[src/rtl/pts_pkg.sv]
// shared types, codes and packing function of the palette to yuv subsampler
`timescale 1ns / 1ps
`default_nettype none

package pts_pkg;

    // default palette depth
    localparam int PALETTE_ENTRIES_DEF = 256;

    // field widths
    localparam int IDX_W   = 8;
    localparam int CH_W    = 8;
    localparam int WORD_W  = 32;
    localparam int CFG_W   = 2;
    localparam int LANES   = 4;

    // input and output beat widths
    localparam int IN_DATA_W  = 64;
    localparam int OUT_DATA_W = 80;

    // configuration register indexes
    localparam logic [0:0] CFG_FORMAT_MODE = 1'b0;
    localparam logic [0:0] CFG_BIG_ENDIAN  = 1'b1;

    // item operations
    typedef enum logic [0:0] {
        OP_WRITE   = 1'b0,
        OP_CONVERT = 1'b1
    } t_op;

    // output formats
    typedef enum logic [1:0] {
        FMT_UYVY   = 2'd0,
        FMT_YUY2   = 2'd1,
        FMT_YVYU   = 2'd2,
        FMT_PLANAR = 2'd3
    } t_format;

    localparam t_format FORMAT_RESET     = FMT_YUY2;
    localparam logic    BIG_ENDIAN_RESET = 1'b0;

    // one palette colour
    typedef struct packed {
        logic [CH_W-1:0] y;
        logic [CH_W-1:0] u;
        logic [CH_W-1:0] v;
    } t_color;

    // one result
    typedef struct packed {
        logic [CH_W-1:0]   chroma_v;
        logic [CH_W-1:0]   chroma_u;
        logic [CH_W-1:0]   luma_d;
        logic [CH_W-1:0]   luma_c;
        logic [CH_W-1:0]   luma_b;
        logic [CH_W-1:0]   luma_a;
        logic [WORD_W-1:0] packed_word;
    } t_result;

    // byte placement of the packed 4:2:2 word
    function automatic logic [WORD_W-1:0] pack_word(
        input t_format         fmt,
        input logic            big_endian,
        input logic [CH_W-1:0] y0,
        input logic [CH_W-1:0] u,
        input logic [CH_W-1:0] v,
        input logic [CH_W-1:0] y1
    );
        logic [WORD_W-1:0] w;
        unique case (fmt)
            FMT_UYVY:   w = big_endian ? {u, y0, v, y1} : {y1, v, y0, u};
            FMT_YUY2:   w = big_endian ? {y0, u, y1, v} : {v, y1, u, y0};
            FMT_YVYU:   w = big_endian ? {y0, v, y1, u} : {u, y1, v, y0};
            FMT_PLANAR: w = '0;
            default:    w = '0;
        endcase
        return w;
    endfunction

endpackage

`default_nettype wire

[src/rtl/pts_merge.sv]
// merging stage: chroma averages, word packing and the output register
`timescale 1ns / 1ps
`default_nettype none

module pts_merge (
    input  wire                  i_clk,
    input  wire                  i_rst_n,
    input  wire                  i_valid,
    input  pts_pkg::t_color      i_colors [pts_pkg::LANES],
    input  pts_pkg::t_format     i_format,
    input  wire                  i_big_endian,
    output logic                 o_advance,
    output logic                 o_valid,
    input  wire                  i_ready,
    output pts_pkg::t_result     o_result
);
    import pts_pkg::*;

    logic                r_valid;
    logic                n_valid;
    t_result             r_result;
    t_result             n_result;

    logic [CH_W+1:0]     sum4_u;
    logic [CH_W+1:0]     sum4_v;
    logic [CH_W:0]       sum2_u;
    logic [CH_W:0]       sum2_v;
    logic [CH_W-1:0]     avg2_u;
    logic [CH_W-1:0]     avg2_v;

    // output register moves when empty or taken
    assign o_advance = !r_valid || i_ready;

    // chroma sums over the lanes
    always_comb begin
        sum2_u = {1'b0, i_colors[0].u} + {1'b0, i_colors[1].u};
        sum2_v = {1'b0, i_colors[0].v} + {1'b0, i_colors[1].v};
        sum4_u = {1'b0, sum2_u}
               + ({2'b0, i_colors[2].u} + {2'b0, i_colors[3].u});
        sum4_v = {1'b0, sum2_v}
               + ({2'b0, i_colors[2].v} + {2'b0, i_colors[3].v});
        avg2_u = sum2_u[CH_W:1];
        avg2_v = sum2_v[CH_W:1];
    end

    // result assembly
    always_comb begin
        n_result        = '0;
        n_result.luma_a = i_colors[0].y;
        n_result.luma_b = i_colors[1].y;
        if (i_format == FMT_PLANAR) begin
            n_result.luma_c   = i_colors[2].y;
            n_result.luma_d   = i_colors[3].y;
            n_result.chroma_u = sum4_u[CH_W+1:2];
            n_result.chroma_v = sum4_v[CH_W+1:2];
        end else begin
            n_result.chroma_u    = avg2_u;
            n_result.chroma_v    = avg2_v;
            n_result.packed_word = pack_word(i_format, i_big_endian, i_colors[0].y,
                                             avg2_u, avg2_v, i_colors[1].y);
        end
    end

    // output valid
    always_comb begin
        n_valid = r_valid;
        if (o_advance) begin
            n_valid = i_valid;
        end
    end

    always_ff @(posedge i_clk) begin
        if (!i_rst_n) begin
            r_valid <= 1'b0;
        end else begin
            r_valid <= n_valid;
        end
    end

    // output payload
    always_ff @(posedge i_clk) begin
        if (o_advance && i_valid) begin
            r_result <= n_result;
        end
    end

    assign o_valid  = r_valid;
    assign o_result = r_result;

endmodule

`default_nettype wire

[config.mk]
export PLATFORM = sky130hd
export DESIGN_NAME = pts_merge
export DESIGN_NICKNAME = d
export VERILOG_FILES = /design/src/rtl/pts_pkg.sv /design/src/rtl/pts_merge.sv
export SDC_FILE = /design/constraint.sdc
export NUM_CORES = 1
export LEC_CHECK = 0
export BUFFER_PORTS_ARGS = -buffer_cell sky130_fd_sc_hd__buf_2
export CAP_MARGIN = 10
export CELL_PAD_IN_SITES_DETAIL_PLACEMENT = 1
export CELL_PAD_IN_SITES_GLOBAL_PLACEMENT = 1
export CORE_MARGIN = 1.5
export CORE_UTILIZATION = 43
export CTS_BUF_LIST = sky130_fd_sc_hd__clkbuf_8
export CTS_CLUSTER_DIAMETER = 120
export DETAILED_ROUTE_END_ITERATION = 8
export GPL_ROUTABILITY_DRIVEN = 0
export HOLD_SLACK_MARGIN = 0.02
export PLACE_DENSITY = 0.9
export SLEW_MARGIN = 5
export SYNTH_ARGS = -nofsm -noshare
export SYNTH_HDL_FRONTEND = slang
export SYNTH_SLANG_ARGS = --single-unit
[constraint.sdc]
create_clock -name i_clk -period 8.78 [get_ports i_clk]
set_input_delay 2.195 -clock i_clk [delete_from_list [all_inputs] [get_ports i_clk]]
set_output_delay 2.195 -clock i_clk [all_outputs]
set_load 0.01 [all_outputs]
==> Yosys cells after proc, flatten, opt, wreduce, memory -nomap -nowiden <==
Cells that the tools add are included.
Widths: inputs -> output; s select.
{ "totals": {"reg_bits": 81, "inputBits": 103, "out_inout_bits": 82} }
{ "classes": {"addsub": 6, "eq_ne": 3, "mux": 5, "reduce_logical": 4} }
{ "ops": {"columns": ["op", "n"], "rows": [
  ["$mux 32", 3],
  ["$pmux 32 s3", 1],
  ["$add 8x8->9", 4],
  ["$add 9x9->10", 2],
  ["$mux 16", 1],
  ["$eq 2x2->1 const B", 2],
  ["$eq 2x1->1 const B", 1],
  ["$logic_not 2->1", 1],
  ["$logic_and 1x1->1", 1],
  ["$logic_not 1->1", 1],
  ["$logic_or 1x1->1", 1]
]} }

==> Longest topological paths before layout <==
Gate-level depths: netlist of the first run.
{ "logic_depth": {"depth_word": 3, "ltp_mapped": 17, "mapped_depth_nobuf": 16} }

==> Worst setup path after synthesis of the first run <==
Ideal clock, no wire load.
{ "synth_timing": {"kind": "input to register", "start": "input i_colors[56] (netlist bit)", "end": "register r_result (netlist bit o_result[70]) (data pin)", "t_arrival_ns": 5.403, "required_time_ns": 8.510, "path_slack_ns": 3.107, "path_stages": 16, "cell_sequence": "ha_1 > inv_1 > fa_1 > nor2b_1 > o21a_1 > o31a_1 > or3_1 > clkbuf_2 > and2_1 > fa_1 > ha_1 > and3_1 > a211o_1 > a21oi_1 > xor2_1 > a21oi_1"} }
{ "synth_rtl": {"columns": ["item", "line_no", "source"], "rows": [
  ["from (decl)", "pts_merge.sv:9", "input pts_pkg::t_color i_colors [pts_pkg::LANES],"],
  ["to (signal assigned)", "pts_merge.sv:83", "r_result <= n_result;"],
  ["to (decl)", "pts_merge.sv:21", "t_result r_result;"]
]} }

==> run metrics, run 1 <==
ys flop type edfxtp_1; total congestion overflow 0; TNS Setup 0 ns; Power Internal 0.000834 W; clk buf depth 2; I/O pin cnt 185; violation count after the first detailed-route iteration 394; Gate power share 39.3%; Yosys cell types 60; RSZ-0062 raised after global routing no; worst min path class register to register; Peak Freq 170 MHz; TritonCTS clock tree yes; clock buffer count from CTS 9; Sink Count 81; Fillers 1,533; fin crit share 67.0%; Mapped Cells 581; setup bufs post-CTS 0; CP Data Arrival Time 5.99 ns; DR pass1 iterations 5; sequential area share after synthesis 41.8%; Synth Warn # 0; area of the multi-input gates 3130 µm²; critical path, cell by cell buf_2, ha_1, inv_1, fa_1, nor2b_1, o21a_1, o31a_1, or3_1, and2_1, fa_1, ha_1, and3_1, a211o_1, a21oi_1, xor2_1, a21oi_1; final wirelength 19,000 µm; Worst-Margin Slew 1.04 ns; initial antenna violation count 0; vias in the first global route 5,765; switching pwr 0.000460 W; Initial Util 43.9%; PD cells 183 nW/µm²; first-pass GRT wire length 29,200 µm; Fin. Hold Viols 0; H-tree depth 3; final setup vio count 0; Row Count 42; die height 119 µm; crit-path max FO 7; Synth async-reset ratio 0%; Sw Share 35.5%; slowest stage delay, CP 0.47 ns; die area 14,200 µm²; Post-synth EDFFs 80; CP Buf/Inv Count 2; post-cts sizing count 0; drt drc 0; outcome completed; Slowest-stage cell, CP fa_1; Crit path max-delay family adder cells; Tmin final 5.88 ns; Die W 119 µm; register area 2420 µm²; FF+latch count, synth 81; DR vias/cell 5.96; Critical Path RT 8.89 ns; sequential share of power 37.6%; root buffer cell clkbuf_8; Hold Path Stages 2; antenna-violating nets left 0; Clock power frac 23.1%; fin nets 902; Crit path depth 16; P&R area growth vs syn 21.7%; Ant. Diodes 0; reg2reg path depth 2; largest net degree at the start of global routing 82; max cap viols 0; Post-Layout Cell Count 927; input/output buffers 184; CP endpoint kind register; wire per inst 20.5 µm; Core Footprint 13,200 µm²; Setup CP Type input pin to register; Skew-Pair Late Insertion Delay 0.38 ns; syn nets 737; hold-fix buffers at CTS 0; Slew Viols, Final 0; Worst VDD drop 0.0000623 V; Placed Cells 911; CP Launch Type input pin; headroom to the max-slew limit 30.5%; P_leak 3.06 nW; dpl hpwl 14,500 µm; synthesized area per cell 9.98 µm²; Setup Skew 0.0160 ns; Total GRT Usage 26.4%; Vias 5,524; post-synthesis cell area 5800 µm²; Reg clk slew, reported paths 0.09 ns; share of layout cells above drive strength 1 29.0%
cell usage after synthesis (all sizes together) (11+ instances only):
library cell   n  area, µm²
a21oi         26        130
a221oi        12        105
a22oi         11       82.6
a31oi         13       81.3
and2          20        125
clkbuf        29        110
edfxtp        80       2400
fa            18        360
ha            35        438
inv           33        124
nand2         58        218
nor2          29        109
o21ai         52        260
flip-flops by register name, summed over array words and instances (netlist names):
register  flops
o_valid       1
o_result     80
cells by family after synthesis:
group,after synthesis,share of synthesized area [%]
buf+inv,68,4.47
flops,81,41.8
compound gates,202,23.9
fa+ha+maj,53,13.8
simple gates,158,13.0
mux,4,0.691
xor+xnor,15,2.40
cell type report:
cell class	count	share of cell area, %
Clock inverter	7	1.22
Inverter	34	1.81
Multi-Input combinational cell	432	44.3
Sequential cell	81	34.3
Tap cell	176	3.12
Timing Repair Buffer	188	13.5
Clock buffer	9	1.76
metrics by stage:
step / hold slack, ns / setup slack [ns] / utilization (%) / total power [W] / cell area (µm²)
6_report: 0.541 / 2.90 / 53.5 / 0.00129 / 7060
2_1_floorplan: 0.610 / 3.11 / - / 0.000822 / 5800
3_5_place_dp: 0.536 / 2.57 / 51.9 / 0.000993 / 6840
5_1_grt: 0.594 / 2.73 / 53.5 / 0.00135 / 7060
4_1_cts: 0.547 / 2.98 / 53.5 / 0.00129 / 7050
3_3_place_gp: 0.504 / 2.84 / 51.9 / 0.000954 / 6840
cells in the final DEF, fill, tap and decap left out, types with 3 or more instances in the layout:
cell        n
edfxtp_1   80
a31o_2      5
mux2i_1     4
nor2_1     29
o21ai_1     4
a32o_1      3
o31ai_1     4
clkinv_1    3
o21ai_0    48
buf_4       4
a21boi_0    3
buf_2     184
a221oi_1   12
or2_2       5
o211ai_1   10
or3_1       6
a21oi_1    26
o22ai_1     4
a31oi_1    13
nand2_1    58
and2_1     19
ha_1       34
o221ai_1    5
xnor2_1     9
a21o_1     10
nor3_1      9
fa_1       18
o21a_1      6
nand2b_1    9
nor2b_1     7
a311oi_1    7
a22oi_1    11
o211a_1     3
inv_1      34
clkbuf_8    9
xor2_1      5
nand3_1     8
a211oi_1    8
power by group through the flow:
stage	combinational [W]	sequential, W	clock [W]
floorplan	0.000306	0.000516	0
global placement	0.000459	0.000494	0
detailed placement	0.000498	0.000495	0
CTS	0.000502	0.000487	0.000304
global route	0.000551	0.000490	0.000313
finish	0.000509	0.000487	0.000299
final timing paths:
kind,startpoint,end,slack [ns]
worst max-delay path,i_colors[56],o_result[70]$_DFFE_PP_,2.90
worst min-delay path,o_valid$_SDFFE_PN0N_,o_valid$_SDFFE_PN0N_,0.54
worst max register to register,o_valid$_SDFFE_PN0N_,o_result[32]$_DFFE_PP_,7.12
worst min register to register,o_valid$_SDFFE_PN0N_,o_valid$_SDFFE_PN0N_,0.54
routing by layer:
metal  GRT usage (%)  vias to the layer above  part of all wire [%]
li1                -                     2508                     -
met1            30.6                     2700                    39
met2            46.6                      269                    51
met3            5.60                       47                   7.3
met5               0                        -                     0
met4            11.9                        0                   3.1
worst reg2reg max path, cell delays in order, from the launching register on:
cell and delay (ns):
dfxtp_1 0.31, nand2b_1 0.10, and2_4 0.84
Note: power is estimated with default switching activity, not from simulation.
==> run 2: changes to the inputs <==
--- a/config.mk
+++ b/config.mk
@@ -5,18 +5,19 @@
 export SDC_FILE = /design/constraint.sdc
 export NUM_CORES = 1
 export LEC_CHECK = 0
+export ABC_AREA = 1
 export BUFFER_PORTS_ARGS = -buffer_cell sky130_fd_sc_hd__buf_2
 export CAP_MARGIN = 10
 export CELL_PAD_IN_SITES_DETAIL_PLACEMENT = 1
 export CELL_PAD_IN_SITES_GLOBAL_PLACEMENT = 1
 export CORE_MARGIN = 1.5
-export CORE_UTILIZATION = 43
+export CORE_UTILIZATION = 35
 export CTS_BUF_LIST = sky130_fd_sc_hd__clkbuf_8
 export CTS_CLUSTER_DIAMETER = 120
 export DETAILED_ROUTE_END_ITERATION = 8
 export GPL_ROUTABILITY_DRIVEN = 0
 export HOLD_SLACK_MARGIN = 0.02
-export PLACE_DENSITY = 0.9
+export PLACE_DENSITY = 0.81
 export SLEW_MARGIN = 5
 export SYNTH_ARGS = -nofsm -noshare
 export SYNTH_HDL_FRONTEND = slang
==> constraint.sdc (replaced) <==
create_clock -name i_clk -period 5.4 [get_ports i_clk]
set_input_delay 1.35 -clock i_clk [delete_from_list [all_inputs] [get_ports i_clk]]
set_output_delay 1.35 -clock i_clk [all_outputs]
set_load 0.01 [all_outputs]
==> run metrics, run 2 <==
outcome completed; P&R area growth vs syn 20.8%; Fin. Hold Viols 0 (unchanged); DR vias/cell 4.95 (-17%); synthesized area per cell 7.68 µm² (-23%); P_leak 4.06 nW (+33%); worst min path class register to register; syn nets 968 (+31%); Yosys cell types 36 (-40%); Peak Freq 232 MHz; root buffer cell clkbuf_8; Core Footprint 17,400 µm² (+32%); fin nets 1,141 (+26%); input/output buffers 184 (unchanged); post-cts sizing count 0 (unchanged); FF+latch count, synth 81 (unchanged); crit-path max FO 4 (-3); largest net degree at the start of global routing 48 (-41%); synth cell count leaders 265 x nand2_1, 132 x inv_1, 101 x nand3_1; Mapped Cells 812 (+40%); first-pass GRT wire length 30,600 µm (+5.1%); H-tree depth 3 (unchanged); max cap viols 0 (unchanged); final setup vio count 0 (unchanged); Total GRT Usage 21.5% (-4.9 points); hold-fix buffers at CTS 0 (unchanged); Setup Skew 0.0147 ns (-0.00125 ns); CP dominant cell by count nand2_1; Ant. Diodes 0 (unchanged); violation count after the first detailed-route iteration 275 (-30%); sequential area share after synthesis 38.8% (-3.0 points); vias in the first global route 6,099 (+5.8%); Skew-Pair Late Insertion Delay 0.39 ns (about the same); Sink Count 81 (unchanged); critical path, cell by cell buf_2, ha_1, inv_1, fa_1, inv_1, nand2_1, nand2_1, and2_4, xor2_1, fa_1, ha_1, a21oi_1, nand2_1, nand2_1, nand2_1, a21oi_1, xor2_1, o21ai_0; fin crit share 79.8%; dpl hpwl 15,000 µm (+4.0%); Worst-Margin Slew 0.921 ns (-0.122 ns); die area 18,600 µm² (+31%); Sw Share 37.0% (+1.4 points); final core utilization 43.4% (-10 points); share of layout cells above drive strength 1 21.8% (-7.2 points); RSZ-0062 raised after global routing no; top cells by area, synth edfxtp_1 39%, nand2_1 16%, nand3_1 8.1%; setup bufs post-CTS 0 (unchanged); Post-Layout Cell Count 1,215 (+31%); Gate power share 38.9% (-0.4 points); Vias 6,019 (+9.0%); Row Count 48 (+14%); CP Launch Type input pin; total congestion overflow 0 (unchanged); wire per inst 16.0 µm (-22%); Tmin final 4.31 ns; Power Internal 0.00133 W (+60%); Synth async-reset ratio 0% (unchanged); post-synth top area share 38.5% (-2.9 points); Setup CP Type input pin to register; I/O pin cnt 185 (unchanged); Initial Util 35.9% (-8.0 points); Slew Viols, Final 0 (unchanged); final wirelength 19,500 µm (+2.6%); sequential share of power 37.3% (-0.3 points); clk buf depth 2 (unchanged); post-synthesis cell area 6240 µm² (+7.6%); TritonCTS clock tree yes; cell taking the most area after synthesis edfxtp_1; Cell Area, Placed 7320 µm² (+7.0%); die height 136 µm (+15%); commonest cells after routing, fill and taps aside 265 x nand2_1, 184 x buf_2, 134 x inv_1; switching pwr 0.000781 W (+70%); Reg clk slew, reported paths 0.10 ns (about the same); Die W 136 µm (+15%); most common cell after layout, fill and taps aside nand2_1; initial antenna violation count 0 (unchanged); antenna-violating nets left 0 (unchanged); drt drc 0 (unchanged); CP Data Arrival Time 4.44 ns (-1.55 ns); clock buffer count from CTS 9 (unchanged); Clock power frac 23.8% (+0.7 points); DR pass1 iterations 5 (unchanged); TNS Setup 0 ns (unchanged); slowest stage delay, CP 0.48 ns (about the same); Post-synth EDFFs 80 (unchanged); WHS 0.558 ns (+0.0161 ns); PD cells 280 nW/µm² (+53%); Worst VDD drop 0.000116 V (+87%); final instance area 7530 µm² (+6.8%); ys flop type edfxtp_1; Slowest-stage cell, CP fa_1; Synth Warn # 0 (unchanged); number of flip-flops in the largest register 80 (unchanged); most frequent cell after synthesis nand2_1; headroom to the max-slew limit 38.6% (+8.1 points); Critical Path RT 5.53 ns (-3.36 ns); CP endpoint kind register; Placed Cells 1,199 (+32%)
## run 2: logic make-up after synthesis
kind of cell,Yosys count,synth area share [%]
DFF,81,38.8
AOI/OAI and AO/OA,88,7.86
and+or+nand+nor,416,27.7
xor gates and xnor gates,10,1.52
buffers and inverters,164,11.3
adders and majority gates,53,12.8
## run 2: power groups by stage
stage	logic, W	registers, W	clock network [W]
6_report	0.000821	0.000787	0.000503
2_1_floorplan	0.000515	0.000837	0
4_1_cts	0.000825	0.000788	0.000514
3_5_place_dp	0.000819	0.000802	0
3_3_place_gp	0.000789	0.000800	0
5_1_grt	0.000929	0.000793	0.000533
## run 2: worst paths after layout
| path | start | endpoint | slack [ns] | cells after the start |
|---|---|---|---|---|
| setup / recovery | i_colors[56] | o_result[69]$_DFFE_PP_ | 1.09 | 18 |
| hold reg to reg | o_valid$_SDFFE_PN0N_ | o_valid$_SDFFE_PN0N_ | 0.56 | 2 |
| setup reg to reg | o_valid$_SDFFE_PN0N_ | o_result[25]$_SDFFCE_PN0P_ | 4.01 | 2 |
| hold / removal | o_valid$_SDFFE_PN0N_ | o_valid$_SDFFE_PN0N_ | 0.56 | 2 |
## run 2: per-layer routing
| layer | share of wire (%) | vias to the layer above | track usage (%) | routed length [µm] |
|---|---|---|---|---|
| met5 | 0 | - | 0 | 0 |
| met4 | 2.5 | 0 | 7.45 | 479 |
| met3 | 5.2 | 26 | 4.37 | 1010 |
| met2 | 49 | 169 | 37.1 | 9570 |
| met1 | 43 | 2856 | 26.5 | 8400 |
| li1 | - | 2968 | - | - |
## run 2: critical path: cells and delay by family
kind,cells,cell delay (ns)
AO/OA/AOI/OAI,3,0.40
XOR/XNOR,2,0.44
adder cells (fa/ha/maj),4,1.42
buffers and inverters,3,0.22
AND/OR/NAND/NOR,6,0.59
## run 2: through the flow
stage               setup slack [ns]  power, W
CTS                             1.13   0.00213
floorplan                       1.15   0.00135
finish                          1.09   0.00211
global route                   0.909   0.00226
detailed placement             0.737   0.00162
global placement               0.879   0.00159
## run 2: area by class of cell
cell class	instances	area [µm²]
Clock inverter	7	87.6
Clock buffer	9	124
Timing Repair Buffer	194	996
Sequential cell	81	2420
Fill cell	2265	9820
Multi-Input combinational cell	567	3130
Tap cell	225	282
Inverter	132	495
